**src/sv/tape_machine_instruction_core_assert.svh**
```systemverilog
// Assertion macros for the tape machine instruction core.
`ifndef TAPE_MACHINE_INSTRUCTION_CORE_ASSERT_SVH
`define TAPE_MACHINE_INSTRUCTION_CORE_ASSERT_SVH
`ifndef SYNTHESIS
`define TMIC_ASSERT_IMP(name, clk, rst_n, pre, post) \
	name: assert property (@(posedge clk) disable iff (!rst_n) (pre) |-> (post)) \
		else $error("tmic assertion failed");
`define TMIC_ASSERT_NXT(name, clk, rst_n, pre, post) \
	name: assert property (@(posedge clk) disable iff (!rst_n) (pre) |=> (post)) \
		else $error("tmic assertion failed");
`else
`define TMIC_ASSERT_IMP(name, clk, rst_n, pre, post)
`define TMIC_ASSERT_NXT(name, clk, rst_n, pre, post)
`endif
`endif

```
**src/sv/tmic_pkg.sv**
```systemverilog
`timescale 1ns / 1ps
package tmic_pkg;

	localparam int IADDR_W   = 16;
	localparam int BYTE_W    = 8;
	localparam int S_TDATA_W = 24;
	localparam int S_TUSER_W = 4;
	localparam int M_TDATA_W = 32;
	localparam int M_TUSER_W = 1;
	localparam int SKIP_W    = 16;
	localparam logic [SKIP_W-1:0] SKIP_MAX = 16'hFFFF;

	typedef enum logic [2:0] {
		CMD_INC    = 3'd0,
		CMD_DEC    = 3'd1,
		CMD_RIGHT  = 3'd2,
		CMD_LEFT   = 3'd3,
		CMD_OPEN   = 3'd4,
		CMD_CLOSE  = 3'd5,
		CMD_OUTPUT = 3'd6,
		CMD_INPUT  = 3'd7
	} cmd_t;

	typedef enum logic [1:0] {
		ST_OK        = 2'd0,
		ST_NOINPUT   = 2'd1,
		ST_OVERFLOW  = 2'd2,
		ST_UNMATCHED = 2'd3
	} status_t;

	typedef struct packed {
		cmd_t               cmd;
		logic [IADDR_W-1:0] addr;
		logic [IADDR_W-1:0] seq_addr;
		logic [BYTE_W-1:0]  in_byte;
		logic               eof;
	} item_t;

	function automatic logic [IADDR_W-1:0] addr_mask(input int bits);
		logic [IADDR_W-1:0] m;
		if (bits >= IADDR_W) begin
			m = '1;
		end else begin
			m = IADDR_W'((32'd1 << bits) - 32'd1);
		end
		return m;
	endfunction

	function automatic logic [IADDR_W-1:0] addr_inc(input logic [IADDR_W-1:0] a,
			input logic [IADDR_W-1:0] m);
		return (a + IADDR_W'(1)) & m;
	endfunction

endpackage

```
**src/sv/tmic_front.sv**
```systemverilog
`timescale 1ns / 1ps
module tmic_front import tmic_pkg::*; #(
	parameter int ADDR_BITS = 16
) (
	input  logic                 clk,
	input  logic                 arst_n,
	input  logic                 clearing,
	input  logic                 s_axis_tvalid,
	output logic                 s_axis_tready,
	input  logic [S_TDATA_W-1:0] s_axis_tdata,
	input  logic [S_TUSER_W-1:0] s_axis_tuser,
	output logic                 item_valid,
	input  logic                 item_ready,
	output item_t                item
);

	localparam logic [IADDR_W-1:0] ADDR_MASK = addr_mask(ADDR_BITS);

	item_t       entry_q [2];
	logic        wr_q;
	logic        rd_q;
	logic [1:0]  count_q;
	item_t       in_item;
	logic        push;
	logic        pop;

	always_comb begin
		in_item.cmd      = cmd_t'(s_axis_tuser[2:0]);
		in_item.eof      = s_axis_tuser[3];
		in_item.addr     = s_axis_tdata[15:0];
		in_item.in_byte  = s_axis_tdata[23:16];
		in_item.seq_addr = addr_inc(s_axis_tdata[15:0], ADDR_MASK);
	end

	assign s_axis_tready = (count_q != 2'd2) && !clearing;
	assign push          = s_axis_tvalid && s_axis_tready;
	assign item_valid    = count_q != 2'd0;
	assign pop           = item_valid && item_ready;
	assign item          = entry_q[rd_q];

	always_ff @(posedge clk) begin
		if (push) begin
			entry_q[wr_q] <= in_item;
		end
	end

	always_ff @(posedge clk or negedge arst_n) begin
		if (!arst_n) begin
			wr_q    <= 1'b0;
			rd_q    <= 1'b0;
			count_q <= 2'd0;
		end else begin
			if (push) begin
				wr_q <= ~wr_q;
			end
			if (pop) begin
				rd_q <= ~rd_q;
			end
			if (push && !pop) begin
				count_q <= count_q + 2'd1;
			end else if (pop && !push) begin
				count_q <= count_q - 2'd1;
			end
		end
	end

endmodule

```
**config.mk**
```make
export PLATFORM = sky130hd
export DESIGN_NAME = tmic_front
export DESIGN_NICKNAME = d
export VERILOG_FILES = /design/src/sv/tape_machine_instruction_core_assert.svh /design/src/sv/tmic_pkg.sv /design/src/sv/tmic_front.sv
export SDC_FILE = /design/constraint.sdc
export NUM_CORES = 1
export LEC_CHECK = 0
export BUFFER_PORTS_ARGS = -buffer_cell sky130_fd_sc_hd__buf_2
export CORE_AREA = 2 2 106 108
export CTS_BUF_LIST = sky130_fd_sc_hd__clkbuf_16
export CTS_CLUSTER_SIZE = 40
export DETAILED_ROUTE_END_ITERATION = 10
export DIE_AREA = 0 0 108 110
export SYNTH_ARGS = -nofsm -noshare
export SYNTH_HDL_FRONTEND = slang
export SYNTH_SLANG_ARGS = --single-unit
```
**constraint.sdc**
```tcl
create_clock -name clk -period 4.9 [get_ports clk]
set_clock_uncertainty 0.2 [all_clocks]
set_input_delay 1.225 -clock clk [delete_from_list [all_inputs] [get_ports clk]]
set_output_delay 1.225 -clock clk [all_outputs]
set_load 0.02 [all_outputs]
```
# ---- After elaboration in Yosys (flattened, before gate mapping)
# Memories as Yosys holds them, arrays and structs flattened.
# Cells that the tools add are included.
dict set report classes {
  n_addsub 3
  eq_ne 1
  muxes 4
  n_bitwise 2
  reduce_logical 10
}
# cell count
set op_table {}
lappend op_table {{adder 16 x 1 -> 16 bit (second input constant)} 1}
lappend op_table {{logical AND 1 bit} 5}
lappend op_table {{2-to-1 mux 2 bit} 2}
lappend op_table {{nonzero test 2 bit} 2}
lappend op_table {{logical NOT 1 bit} 3}
lappend op_table {{adder 2 x 1 -> 2 bit (second input constant)} 1}
lappend op_table {{2-to-1 mux 1 bit} 2}
lappend op_table {{inequality test 2 bit (second input constant)} 1}
lappend op_table {{inverter 1 bit} 2}
lappend op_table {{subtractor 2 x 1 -> 2 bit (second input constant)} 1}
dict set report totals {
  ff_bits 4
  mem_bits_rw 88
  inputBits 33
  out_inout_bits 46
  wordCells 24
  mem_count 1
}
# name words width read_ports rd_clocked_by_memory_dff write_ports line_no
set memory_table {}
lappend memory_table {entry_q 2 44 1 0 1 tmic_front.sv:19} ;# item_t entry_q [2];

# ---- Longest topological paths before layout
# Gate-level depths: netlist of the first run.
dict set report logic_depth {
  depth_word 7
  depth_mapped 8
  depth_no_buf 8
}

# ---- Worst setup path before layout of the first run
# Ideal clock, no wire load.
dict set report synth_path {
  path_kind {input -> register}
  from {input clearing}
  to {memory entry_q[0][0] (netlist name) (enable)}
  setup_ps 446
  arrival_ps 3698
  t_required_ps 4254
  slack_ps 557
  path_stages 3
  path_buffers 0
  cell_sequence {a21oi_1 -> nand2_1 -> nor2_1}
}
dict set report synth_via {
  elab_chain_cells 5
}
# element line_no
set synth_rtl {}
lappend synth_rtl {{from (decl)} tmic_front.sv:7} ;# input logic clearing,
lappend synth_rtl {{logical NOT 1 bit} tmic_front.sv:35} ;# assign s_axis_tready = (count_q != 2'd2) && !clearing;
lappend synth_rtl {{logical AND 1 bit} tmic_front.sv:35}
lappend synth_rtl {{logical AND 1 bit} tmic_front.sv:36} ;# assign push = s_axis_tvalid && s_axis_tready;
lappend synth_rtl {{2-to-1 mux 1 bit} tmic_front.sv:42} ;# if (push) begin
lappend synth_rtl {{2-to-1 mux 1 bit (not written as such)} tmic_front.sv:43} ;# entry_q[wr_q] <= in_item;
lappend synth_rtl {{to (decl)} tmic_front.sv:19}
# Every way passes these cells.

==> flow_metrics.tcl, run 1 <==
set metrics [dict create \
    wl_per_cell_um 15.4 \
    worst_pin_slew_ns 1.12 \
    worstPathBufferInverterCount 1 \
    clk_pin_slew_ns 0.06 \
    h-tree-depth 3 \
    post_cts_buffers 0 \
    drc 0 \
    area_growth_pct 23.1 \
    critPathCaptureType "output pin" \
    synth-edff-count 88 \
    syn-num-nets 231 \
    antenna_found_initial 0 \
    yosysSeqAreaShare_pct 74.6 \
    async_flop_share_pct 4.35 \
    dr.pass1.iters 4 \
    hold_class "reg -> reg" \
    critical_path.cell_chain "mux2_2 -> buf_2" \
    die_w_um 108 \
    num_rows 38 \
    setup_violations 0 \
    die_area_sq_um 11900 \
    grt-ovfl-total 0 \
    routed_wl_mm 6.57 \
    vias_per_cell 4.53 \
    utilization_pct 42.3 \
    tritoncts "built" \
    critPathMaxStageDelay_ns 1.09 \
    synth_area_sq_um 3680 \
    final_cells 426 \
    grt_pass1_wl_mm 10.3 \
    grt_pass1_vias 1991 \
    netlist_instances 196 \
    clock.fmax_mhz 288 \
    initial_core_util_pct 34.4 \
    p_per_area_nw_per_um2 532 \
    grt_max_degree 46 \
    slew_viol_final 0 \
    maxCapViolations 0 \
    place_hpwl_mm 4.09 \
    layout_commonest_cell "edfxtp_1" \
    num_antenna_cells 0 \
    worstSetupPathType "reg -> out" \
    synth_cell_types 23 \
    hold_violations 0 \
    io_pins 79 \
    root_buffer "clkbuf_16" \
    gp_congestion 0.715 \
    coreArea_sq_um 10700 \
    holdBufCountCts 0 \
    placed_cell_area_sq_um 4230 \
    status "finished clean" \
    cts_inserted_buffers 9 \
    fin_crit_ns 3.47 \
    final_area_sq_um 4530 \
    dieHeight_um 110 \
    port_buffers 78 \
    grt_usage_pct 12.1 \
    worstSkewPairLatency_ns 0.34 \
    critical_path_peak_fanout 45 \
    worst_hold_slack_ns 0.306 \
    worstPathRequired_ns 3.47 \
    detail-route-antenna-nets 0 \
    critPathSlowestCell "dfrtp_2" \
    nets 316 \
    ys_ff_latch 92 \
    ctsLongestPathBuffers 2 \
    finalPower_mw 2.41 \
    clkSinkCount 92 \
    drive_above_1_share_pct 53.8 \
    ys_warn_count 0 \
    mostFrequentLayoutCells "88 x edfxtp_1, 78 x buf_2, 44 x mux2_2" \
    cts_resized 0 \
    peakVddDrop_mv 0.388 \
    worst_slack_ns 1.43 \
    crit_family "flip-flops" \
    place_inst 410 \
    max_slew_margin_pct 25.1 \
    leakage_nw 1.65 \
    synth_flop_cell "edfxtp_1" \
    dr_total_vias 1929 \
    cp.arrival_ns 2.04 \
    drt_iter0_drc 62 \
    rsz0062_at_grt "no" \
    critPathLaunchType "flop" \
    post-route-period-util_pct 70.8 \
    setup_tns_ns 0 \
    syn_area_per_cell_sq_um 18.8 \
    pre_cts_ws_ns 1.57 \
]
==> cells by family after synthesis <==
| family | after synthesis | synth area share, % |
|---|---|---|
| AO/OA/AOI/OAI | 1 | 0.136 |
| flip-flops | 92 | 74.6 |
| AND/OR/NAND/NOR | 30 | 5.38 |
| multiplexers | 44 | 13.5 |
| XOR/XNOR | 19 | 4.73 |
| buffers and inverters | 8 | 0.987 |
| adder cells (fa/ha/maj) | 2 | 0.681 |
==> power by group <==
| group | internal (mW) | switching (mW) |
|---|---|---|
| logic | 0.287 | 0.354 |
| clock network | 0.392 | 0.284 |
| registers | 0.985 | 0.108 |
| total | 1.66 | 0.746 |
==> state kept, by name (all words and copies together), names as in the netlist <==
name,flops
wr_q,1
rd_q,1
entry_q,88
count_q,2
==> synth_stat cells (2+ instances only) <==
| library cell | n | share of area, % |
|---|---|---|
| nor3_2 | 3 | 0.82 |
| xnor2_1 | 8 | 1.9 |
| ha_1 | 2 | 0.68 |
| xor2_1 | 10 | 2.4 |
| nand3_1 | 4 | 0.54 |
| buf_2 | 5 | 0.68 |
| and3_4 | 3 | 0.92 |
| edfxtp_1 | 88 | 72 |
| dfrtp_1 | 4 | 2.7 |
| inv_1 | 3 | 0.31 |
| nor2_1 | 5 | 0.51 |
| nand2_1 | 7 | 0.71 |
| mux2_2 | 44 | 13 |
==> cell type report <==
class | count | area (sq um)
Clock buffer | 9 | 225
Clock inverter | 7 | 67.6
Fill cell | 989 | 6170
Inverter | 3 | 11.3
Multi-Input combinational cell | 96 | 906
Sequential cell | 92 | 2740
Tap cell | 140 | 175
Timing Repair Buffer | 79 | 398
==> worst paths after layout <==
kind / startpoint / end / slack, ns / cells after the start
min in group asynchronous: arst_n / count_q[1]$_DFFE_PN0P_ / 0.48 / 1
max: rd_q$_DFFE_PN0P_ / item[11] / 1.43 / 2
max in group asynchronous: arst_n / rd_q$_DFFE_PN0P_ / 3.90 / 1
min reg2reg: count_q[1]$_DFFE_PN0P_ / count_q[1]$_DFFE_PN0P_ / 0.31 / 1
max reg2reg: count_q[0]$_DFFE_PN0P_ / entry_q[0][13]$_DFFE_PP_ / 2.47 / 5
min: count_q[1]$_DFFE_PN0P_ / count_q[1]$_DFFE_PN0P_ / 0.31 / 1
==> routing by layer <==
layer	part of all wire, %	vias up	routed length [um]	global-route usage, %
li1	-	908	-	-
met1	44	956	2890	14.2
met2	48	54	3180	19.9
met3	5.3	11	348	3.12
met4	2.4	0	156	7.42
met5	0	-	0	0
(Power assumes the default switching activity.)
==> inputs of run 2 (changes only) <==
--- a/config.mk
+++ b/config.mk
@@ -5,12 +5,13 @@
 export SDC_FILE = /design/constraint.sdc
 export NUM_CORES = 1
 export LEC_CHECK = 0
+export ABC_AREA = 1
 export BUFFER_PORTS_ARGS = -buffer_cell sky130_fd_sc_hd__buf_2
-export CORE_AREA = 2 2 106 108
+export CORE_AREA = 2 2 108 110
 export CTS_BUF_LIST = sky130_fd_sc_hd__clkbuf_16
 export CTS_CLUSTER_SIZE = 40
 export DETAILED_ROUTE_END_ITERATION = 10
-export DIE_AREA = 0 0 108 110
+export DIE_AREA = 0 0 110 112
 export SYNTH_ARGS = -nofsm -noshare
 export SYNTH_HDL_FRONTEND = slang
 export SYNTH_SLANG_ARGS = --single-unit
==> constraint.sdc (replaced) <==
create_clock -name clk -period 2.9 [get_ports clk]
set_clock_uncertainty 0.2 [all_clocks]
set_input_delay 0.725 -clock clk [delete_from_list [all_inputs] [get_ports clk]]
set_output_delay 0.725 -clock clk [all_outputs]
set_load 0.02 [all_outputs]
==> run 2 against run 1 <==
- sequential share of layout area decreased by 2.2 points
- power grew 80%
- die area rose by 3.7%
- sequential cell count unchanged
- critical path depth up 3
- sequential power up 57%
- via count up 30%
- worst hold slack worse by 0.023 ns
- worst setup slack got worse by 1.0 ns
- clock-buffer cell count unchanged
- wire length rose by 19%
- core utilization fell by 0.26 points
- largest cell class unchanged
- largest power group unchanged
- highest routed layer unchanged
==> flow_metrics.tcl, run 2 <==
set metrics [dict create \
    worst_path_most_repeated_cell "nand2_1" \
    grt_pass1_wl_mm 12.3 \
    holdCritStartpoint "count_q[0]$_DFFE_PN0P_" \
    wl_per_cell_um 13.9 \
    tritoncts "built" \
    critPathLaunchType "flop" \
    num_antenna_cells 0 \
    worstPathBufferInverterCount 3 \
    critPathMaxStageDelay_ns 0.41 \
    dr_total_vias 2499 \
    worstHoldEndpoint "count_q[0]$_DFFE_PN0P_" \
    post-route-period-util_pct 85.3 \
    slew_viol_final 0 \
    largest_register "entry_q" \
    worstSkewPairLatency_ns 0.33 \
    hold_violations 0 \
    num_rows 39 \
    antenna_found_initial 0 \
    gp_congestion 0.772 \
    max_slew_margin_pct 67.9 \
    grt-ovfl-total 0 \
    synth-edff-count 88 \
    worst_pin_slew_ns 0.482 \
    critical_path_peak_fanout 17 \
    initial_core_util_pct 34.0 \
    synth_cell_types 23 \
    maxCapViolations 0 \
    dieHeight_um 112 \
    clock.fmax_mhz 404 \
    pre_cts_ws_ns 0.747 \
    path_depth 5 \
    r2r.worst_path.cells 8 \
    top_regs "entry_q: 88 flops, count_q: 2 flops" \
    cp.arrival_ns 1.55 \
    holdPathStages 1 \
    peakVddDrop_mv 0.529 \
    fin_crit_ns 2.47 \
    async_flop_share_pct 4.35 \
    placed_cell_area_sq_um 4400 \
    synth_area_sq_um 3800 \
    root_buffer "clkbuf_16" \
    critPathCaptureType "output pin" \
    critPathSlowestCell "dfrtp_2" \
    worst_slack_ns 0.426 \
    mostFrequentLayoutCells "161 x nand2_1, 88 x edfxtp_1, 78 x buf_2" \
    netlist_instances 325 \
    drive_above_1_share_pct 29.4 \
    largest_register_ffs 88 \
    area_growth_pct 23.6 \
    leakage_nw 2.00 \
    grt_usage_pct 13.4 \
    synth_flop_cell "edfxtp_1" \
    place_inst 544 \
    clkSinkCount 92 \
    yosysMostFrequentCell "nand2_1" \
    yosysSeqAreaShare_pct 72.2 \
    ctsLongestPathBuffers 2 \
    clk_pin_slew_ns 0.07 \
    syn-num-nets 360 \
    worstPathRequired_ns 1.98 \
    setup.reg_to_reg.worst_slack_ns 1.07 \
    routed_wl_mm 7.80 \
    drc 0 \
    crit_family "buffers and inverters" \
    cts_inserted_buffers 9 \
    reg2reg_to "count_q[1]$_DFFE_PN0P_" \
    setup_violations 0 \
    coreArea_sq_um 11200 \
    vias_per_cell 4.45 \
    status "finished clean" \
    synth_top_area_share_pct 69.5 \
    die_area_sq_um 12300 \
    synthTopCellsByArea "edfxtp_1 70%, nand2_1 16%, dfrtp_1 2.6%, xor2_1 1.4%, xnor2_1 1.2%" \
    layout_commonest_cell "nand2_1" \
    grt_pass1_vias 2455 \
    port_buffers 78 \
    final_area_sq_um 4700 \
    rsz0062_at_grt "no" \
    worst_hold_slack_ns 0.283 \
    die_w_um 110 \
    place_hpwl_mm 5.33 \
    drt_iter0_drc 69 \
    finalPower_mw 4.34 \
    final_cells 561 \
    syn_area_per_cell_sq_um 11.7 \
    dr.pass1.iters 4 \
    n_fill_cell 1077 \
    yosys.area.top_type "edfxtp_1" \
    ys_warn_count 0 \
    detail-route-antenna-nets 0 \
    hold_class "reg -> reg" \
    nets 448 \
    grt_max_degree 45 \
    io_pins 79 \
    p_per_area_nw_per_um2 923 \
    ys_top_cells_by_count "161 x nand2_1, 88 x edfxtp_1, 11 x inv_1" \
    h-tree-depth 3 \
    reg2reg_from "count_q[0]$_DFFE_PN0P_" \
    worstSetupPathType "reg -> out" \
    critical_path.cell_chain "inv_2 -> buf_4 -> nand2_1 -> nand2_1 -> buf_2" \
    ys_ff_latch 92 \
]
[run 2: stage by stage]
| step | utilization, % | TNS (ns) |
|---|---|---|
| 2_1_floorplan | - | -3.95 |
| 6_report | 42.1 | 0 |
| 5_1_grt | 42.1 | 0 |
| 3_5_place_dp | 39.3 | 0 |
| 3_3_place_gp | 39.3 | 0 |
| 4_1_cts | 42.1 | 0 |
[run 2: per-layer routing]
layer | wire length (um) | up-vias | track usage (%)
li1 | - | 1247 | -
met1 | 3390 | 1179 | 16.3
met2 | 3880 | 63 | 22.2
met3 | 429 | 10 | 4.57
met4 | 92 | 0 | 4.05
met5 | 0 | - | 0
[run 2: area by class of cell]
class | instances | area [sq um] | area share (%)
sequential | 92 | 2740 | 58.4
timing repair buffer | 86 | 465 | 9.90
inverter | 14 | 52.6 | 1.12
tap | 143 | 179 | 3.81
multi-input combinational | 210 | 965 | 20.5
clock inverter | 7 | 68.8 | 1.46
clock buffer | 9 | 225 | 4.79
[run 2: kinds of logic after synthesis]
logic type / synth area share (%)
adders and majority gates: 0.658
buffers and inverters: 2.86
and+or+nand+nor: 21.2
AOI/OAI and AO/OA: 0.625
xor gates and xnor gates: 2.53
DFF: 72.2
[run 2: how the worst max path moves through the flow]
stage	start	to
2_1_floorplan	clearing	entry_q[0][0]$_DFFE_PP_
5_1_grt	rd_q$_DFFE_PN0P_	item[16]
3_3_place_gp	rd_q$_DFFE_PN0P_	item[14]
4_1_cts	rd_q$_DFFE_PN0P_	item[14]
6_report	rd_q$_DFFE_PN0P_	item[34]
3_5_place_dp	clearing	entry_q[0][29]$_DFFE_PP_
[run 2: power breakdown]
| group | internal (mW) | switching, mW | total (mW) | leakage, nW |
|---|---|---|---|---|
| sequential | 1.66 | 0.0515 | 1.71 | 0.849 |
| clock | 0.602 | 0.526 | 1.13 | 0.137 |
| combinational | 0.444 | 1.05 | 1.50 | 1.01 |
[run 2: timing repair]
| action | in CTS | in global routing |
|---|---|---|
| gates resized for setup | 0 | 0 |
| buffers inserted | 0 | 0 |
| endpoints found under the setup margin | 0 | 0 |
| hold buffers | 1 | 0 |
| hold endpoints to repair | 4 | 0 |
